[src/dds_pkg.sv]
// ----------------------------------------------------------------------------
// dds_pkg
// Shared types and fixed widths for the incoherent dedispersion summer.
// ----------------------------------------------------------------------------
package dds_pkg;

  // Fixed field widths
  localparam int SAMPLE_W = 16;
  localparam int CHAN_W   = 8;
  localparam int TRIAL_W  = 6;
  localparam int TIME_W   = 16;
  localparam int SUM_W    = 24;
  localparam int CFG_W    = 32;
  localparam int SLEN_W   = 17;
  localparam int CUSE_W   = 9;
  localparam int CIDX_W   = 3;

  // Delay arithmetic widths: trial DM, frequency magnitude, f^2, denominator, numerator, DM shift
  localparam int DM_W     = 38;
  localparam int FU_W     = 22;
  localparam int SQ_W     = 44;
  localparam int DEN_W    = 61;
  localparam int NUM_W    = 62;
  localparam int DM_SHIFT = 17;

  // 1/0.00001 scale applied to f^2
  localparam logic [16:0] DEN_SCALE = 17'd100000;

  // Saturation limits of the output sum
  localparam logic signed [31:0] SUM_MAX = 32'sd8388607;
  localparam logic signed [31:0] SUM_MIN = -32'sd8388608;

  // Configuration register indexes
  typedef enum logic [CIDX_W-1:0] {
    CFG_FREQ_BOTTOM   = 3'd0,
    CFG_CHANNEL_WIDTH = 3'd1,
    CFG_DM_STEP       = 3'd2,
    CFG_DM_START      = 3'd3,
    CFG_SERIES_LENGTH = 3'd4,
    CFG_CHANNELS_USED = 3'd5
  } cfg_idx_e;

  typedef struct packed {
    logic [CHAN_W-1:0]          channel_number;
    logic signed [SAMPLE_W-1:0] sample_value;
    logic                       slice_end;
  } in_beat_t;

  typedef struct packed {
    logic [TRIAL_W-1:0]      trial_number;
    logic [TIME_W-1:0]       time_number;
    logic signed [SUM_W-1:0] dedispersed_sum;
    logic                    run_end;
  } out_beat_t;

  // Request into the delay unit
  typedef struct packed {
    logic            start;
    logic            nonpos;  // frequency <= 0
    logic            big;     // frequency >= 64.0
    logic [DM_W-1:0] dm;
    logic [FU_W-1:0] fu;
  } dly_req_t;

endpackage

[src/dds_delay.sv]
// ----------------------------------------------------------------------------
// dds_delay
// Iterative delay unit: round(DM*2^16 / (100000*f^2)) saturated at the
// ring length minus one, via square, scale and a restoring divide.
// ----------------------------------------------------------------------------
module dds_delay
  import dds_pkg::*;
#(
  parameter int MAX_DELAY = 64
) (
  input  logic                          clk_i,
  input  logic                          rst_ni,
  input  dly_req_t                      req_i,
  output logic                          done_o,
  output logic [$clog2(MAX_DELAY)-1:0]  delay_o
);

  localparam int DW    = $clog2(MAX_DELAY);
  localparam int DSH_W = NUM_W + DW;
  localparam int CNT_W = $clog2(DW + 1);
  localparam logic [DW-1:0] LIM = DW'(MAX_DELAY - 1);

  typedef enum logic [4:0] {
    D_IDLE = 5'b00001,
    D_SQ   = 5'b00010,
    D_DEN  = 5'b00100,
    D_PREP = 5'b01000,
    D_DIV  = 5'b10000
  } dstate_e;

  dstate_e           state_q;
  logic [DM_W-1:0]   dm_q;
  logic [FU_W-1:0]   fu_q;
  logic [SQ_W-1:0]   sq_q;
  logic [DEN_W-1:0]  den_q;
  logic [NUM_W-1:0]  rem_q;
  logic [DSH_W-1:0]  dsh_q;
  logic [DW-1:0]     quo_q;
  logic [CNT_W-1:0]  step_q;
  logic [DW-1:0]     delay_q;
  logic              done_q;

  logic              ge;
  logic [DW-1:0]     quo_fin;

  // one compare per divide step
  assign ge      = ({{DW{1'b0}}, rem_q} >= dsh_q);
  assign quo_fin = (quo_q << 1) | DW'(ge);

  always_ff @(posedge clk_i or negedge rst_ni) begin
    if (!rst_ni) begin
      state_q <= D_IDLE;
      done_q  <= 1'b0;
    end else begin
      done_q <= 1'b0;
      unique case (state_q)
        D_IDLE: begin
          if (req_i.start) begin
            if (req_i.nonpos) begin
              delay_q <= LIM;
              done_q  <= 1'b1;
            end else if (req_i.big) begin
              delay_q <= '0;
              done_q  <= 1'b1;
            end else begin
              dm_q    <= req_i.dm;
              fu_q    <= req_i.fu;
              state_q <= D_SQ;
            end
          end
        end
        D_SQ: begin
          sq_q    <= SQ_W'(fu_q) * SQ_W'(fu_q);
          state_q <= D_DEN;
        end
        D_DEN: begin
          den_q   <= DEN_W'(sq_q) * DEN_W'(DEN_SCALE);
          state_q <= D_PREP;
        end
        D_PREP: begin
          // numerator 2*DM*2^16 + den, divisor 2*den aligned to the top bit
          rem_q   <= NUM_W'({dm_q, {DM_SHIFT{1'b0}}}) + NUM_W'(den_q);
          dsh_q   <= DSH_W'({den_q, 1'b0}) << DW;
          quo_q   <= '0;
          step_q  <= '0;
          state_q <= D_DIV;
        end
        D_DIV: begin
          dsh_q <= dsh_q >> 1;
          if (step_q == '0) begin
            // quotient past the top bit: saturate
            if (ge) begin
              delay_q <= LIM;
              done_q  <= 1'b1;
              state_q <= D_IDLE;
            end else begin
              step_q <= step_q + CNT_W'(1);
            end
          end else begin
            if (ge) begin
              rem_q <= rem_q - dsh_q[NUM_W-1:0];
            end
            quo_q <= quo_fin;
            if (step_q == CNT_W'(DW)) begin
              delay_q <= (quo_fin > LIM) ? LIM : quo_fin;
              done_q  <= 1'b1;
              state_q <= D_IDLE;
            end else begin
              step_q <= step_q + CNT_W'(1);
            end
          end
        end
        default: state_q <= D_IDLE;
      endcase
    end
  end

  assign done_o  = done_q;
  assign delay_o = delay_q;

endmodule

[config.mk]
export PLATFORM = sky130hd
export DESIGN_NAME = dds_delay
export DESIGN_NICKNAME = d
export VERILOG_FILES = /design/src/dds_pkg.sv /design/src/dds_delay.sv
export SDC_FILE = /design/constraint.sdc
export NUM_CORES = 2
export LEC_CHECK = 0
export CORE_MARGIN = 4
export CORE_UTILIZATION = 71
export DETAILED_ROUTE_END_ITERATION = 8
export DONT_BUFFER_PORTS = 1
export HOLD_SLACK_MARGIN = 0.15
export PLACE_DENSITY = 0.87
export SLEW_MARGIN = 0
export SYNTH_ARGS = -nofsm -noshare
export SYNTH_HDL_FRONTEND = slang
export SYNTH_SLANG_ARGS = --single-unit
[constraint.sdc]
create_clock -name clk_i -period 12.5 [get_ports clk_i]
set_input_delay 0.625 -clock clk_i [delete_from_list [all_inputs] [get_ports clk_i]]
set_output_delay 0.625 -clock clk_i [all_outputs]
set_load 0.03 [all_outputs]
==> impl_results.md <==
* Status: completed
* Ranking of synthesized cells by area: fa_1, edfxtp_1, ha_1, inv_1, nand2_1
* Max VDD drop at 281 uV
* Nets at 4,957
* Worst hold slack at 0.188 ns
* Largest family of logic cells by synthesized area: adder cells
* Number of top-level pins at 72
* Final Hold Vio Count at 0
* Routed wire length at 93,500 um
* Fin worst setup slack at 4.07 ns
* Setup tns final at 0 ns
* CTS Root Cell: clkbuf_16
* YS warnings at 0
* CTS tree: done
* Dpl cells at 4,507
* Final core occ at 76.6%
* Largest net degree at the start of global routing at 79
* Pwr Total at 10.2 mW
* WP data required at 12.81 ns
* Cell area power density at 247 mW/mm^2
* Die extent in y at 242 um
* Initial Utilization at 71.9%
* Endpoints failing setup at 0
* Cell taking the most area after synthesis: fa_1
* DIE WIDTH at 242 um
* Core ar. at 0.0540 mm^2
* GRT overflow at 0
* Arrival @ worst endpoint at 8.74 ns
* Synth Area in Simple Gates at 10.3%
* Gate Count Post-Synth at 3,900
* Worst rel slew slack at 29.5%
* Setup Crit Path Kind: register to register
* Final design area excluding fillers at 0.0414 mm^2
* Leakage at 19.9 nW
* Worst min path class: input pin to register
* Syn Area/Cell at 9.95 um^2
* Post-Route Skew at 0.0337 ns
* Drt drc at 0
* HPWL after DPL at 73,800 um
* Vias per cell at 6.04
* Layout cells sized above 1 at 3.02%
* Synth Area in Adders at 41.4%
* CTS Buf Count at 39
* Post-Syn Area at 0.0388 mm^2
* Critical path, cell by cell: nand2_1 > fa_1 > inv_1 > fa_1 > inv_1 > fa_1 > inv_1 > fa_1 > fa_1 > fa_1 > inv_1 > fa_1 > inv_1 > ha_1 > a21oi_2 > nand2_1 > a211oi_2 > a211oi_1 > o311ai_1 > a21oi_1 > a311oi_2 > nor3_1 > o41a_1 > xor2_1
* First-pass GRT wire length at 152,000 um
* Top-area cell type share of the netlist area at 26.1%
* Non-filler cells, final at 4,640
* CTS resizes at 0
* Worst slew pin tran at 1.06 ns
* Final worst-path cycle share at 67.5%
* Post-Place Setup Slack at 4.28 ns
* Largest stage delay on the critical path at 0.96 ns
* Layout area overhead at 6.60%
* Post-synthesis mux area share at 0.213%
* Startpoint Class: register
* # fillers at 3,506
* Synth unique cells at 87
* Htree depth at 2
* Die Area at 0.0585 mm^2
* Top delay family on crit path: adder cells
* Async set-reset flop share out of synthesis at 1.95%
* Worst Setup End Kind: register
* Clock-pin slew on the worst setup and hold paths at 0.06 ns
* Placed Area at 0.0394 mm^2
* Wire length per cell at 20.1 um
* FF+latch count, synth at 308
* RD Place Congestion at 0.975
* Post-synthesis xor/xnor area fraction at 4.40%
* TritonCTS Sinks at 308
* Most frequent CP cell: fa_1
* Tot GR Track Use at 32.3%
* ANT cells at 0
* Unrepaired setup endpoints after global routing: false
* Sequential fraction of the synthesis area at 23.8%
* Worst-path fanout max at 23
* Antenna-violating nets left at 0
* Post-synth EDFFs at 302
* Port Buffers at 0
* Max Fclk at 119 MHz
* Initial DRC Count at 2,408
* Vias in the first global route at 29,731
* Slowest cell on the critical path: edfxtp_1
* Cell row count at 85
* Crit path buffers/inverters at 5
* Initial antenna violation count at 0
* Post-synthesis compound-gate area fraction at 11.3%
* CTS Buffer Depth at 3
* DRT Pass-1 Iters at 8
* Via Count at 28,021
* Post-layout min period at 8.43 ns
* Slew Viols, Final at 0
* Max cap viols at 0
* Clock latency on the worst-skew pair at 0.59 ns
* Main flop type after synthesis: edfxtp_1
[cell usage after synthesis (35+ instances only)]
| cell | number |
|---|---|
| ha_1 | 473 |
| inv_1 | 790 |
| and2_1 | 130 |
| fa_1 | 506 |
| nor2_1 | 167 |
| nand4_1 | 35 |
| clkbuf_1 | 98 |
| o21ai_0 | 148 |
| edfxtp_1 | 302 |
| xnor2_1 | 119 |
| nand2_1 | 305 |
| a21o_1 | 90 |
| a21oi_1 | 202 |
| xor2_1 | 76 |
[layout make-up]
| class | instances | area, um^2 | share of cell area (%) |
|---|---|---|---|
| clock buffer | 42 | 987 | 2.39 |
| timing repair buffer | 75 | 716 | 1.73 |
| sequential | 308 | 9220 | 22.3 |
| inverter | 790 | 2970 | 7.17 |
| clock inverter | 30 | 350 | 0.847 |
| tap | 696 | 871 | 2.10 |
| multi-input combinational | 2699 | 26300 | 63.5 |
[registers in the layout, indices dropped and copies added (netlist names)]
| signal | flops |
|---|---|
| sq_q | 43 |
| rem_q | 62 |
| quo_q | 5 |
| delay_o | 6 |
| den_q | 55 |
| dsh_q | 68 |
| state_q | 5 |
| dm_q | 38 |
| fu_q | 22 |
| step_q | 3 |
| done_o | 1 |
[cell usage in the layout, fill, tap and decap left out, drive strengths merged, types with 24 or more instances in the layout]
master and n:
nand4 35, a21o 90, nand3 34, xnor2 119
and2 130, nand2 305, a211oi 26, nand2b 27
o21bai 30, dlygate4sd3 61, clkbuf 42, nor2b 24
nor2 167, a21oi 203, nor3 29, inv 795
edfxtp 302, o21ai 169, xor2 76, fa 506
ha 473, a31oi 25
[per-layer routing]
layer  vias up  wire length, um  track usage [%]  part of all wire [%]
met2      1283            44700             54.1                    48
li1      12862                -                -                     -
met4         0             5330             15.5                   5.7
met1     13594            36900             41.7                    39
met3       282             6570             4.85                   7.0
met5         -                0                0                     0
[cell families after synthesis]
family / after synthesis
other cells: 2
flops: 308
simple gates: 826
fa+ha+maj: 980
xor+xnor: 195
compound gates: 685
mux: 8
buf+inv: 896
[path summary, 6_finish.rpt]
check                      depth (start not counted)  slack [ns]                start                      to
setup reg to reg                                  24        4.07    fu_q[4]$_DFFE_PP_      sq_q[39]$_DFFE_PP_
setup / recovery                                  24        4.07    fu_q[4]$_DFFE_PP_      sq_q[39]$_DFFE_PP_
hold reg to reg                                    2        0.52  den_q[16]$_DFFE_PP_     rem_q[16]$_DFFE_PP_
max in group asynchronous                          1       11.88               rst_ni  state_q[0]$_DFFE_PN1P_
hold / removal                                     2        0.19            req_i[62]        done_o$_DFF_PN0_
min in group asynchronous                          1        0.35               rst_ni  state_q[3]$_DFFE_PN0P_
[where the power goes]
group / switching (mW) / internal, mW
Clock: 0.484 / 0.687
Combinational: 4.40 / 3.07
Sequential: 0.0430 / 1.55
Total: 4.92 / 5.31
[worst register-to-register path: stages (launching register included)]
cell and delay (ns):
edfxtp_1 0.96, nand2_1 0.23, fa_1 0.58, inv_1 0.05
fa_1 0.49, inv_1 0.05, fa_1 0.54, inv_1 0.06
fa_1 0.54, fa_1 0.44, fa_1 0.54, inv_1 0.05
fa_1 0.52, inv_1 0.04, ha_1 0.36, a21oi_2 0.23
nand2_1 0.09, a211oi_2 0.28, a211oi_1 0.16, o311ai_1 0.62
a21oi_1 0.29, a311oi_2 0.44, nor3_1 0.12, o41a_1 0.33
xor2_1 0.14
[timing repair]
item / in CTS / in global routing
hold buffers: 61 / 0
endpoints found under the hold margin: 66 / 0
buffers inserted: 0 / 0
No activity file was read; power rests on OpenSTA's default activity.
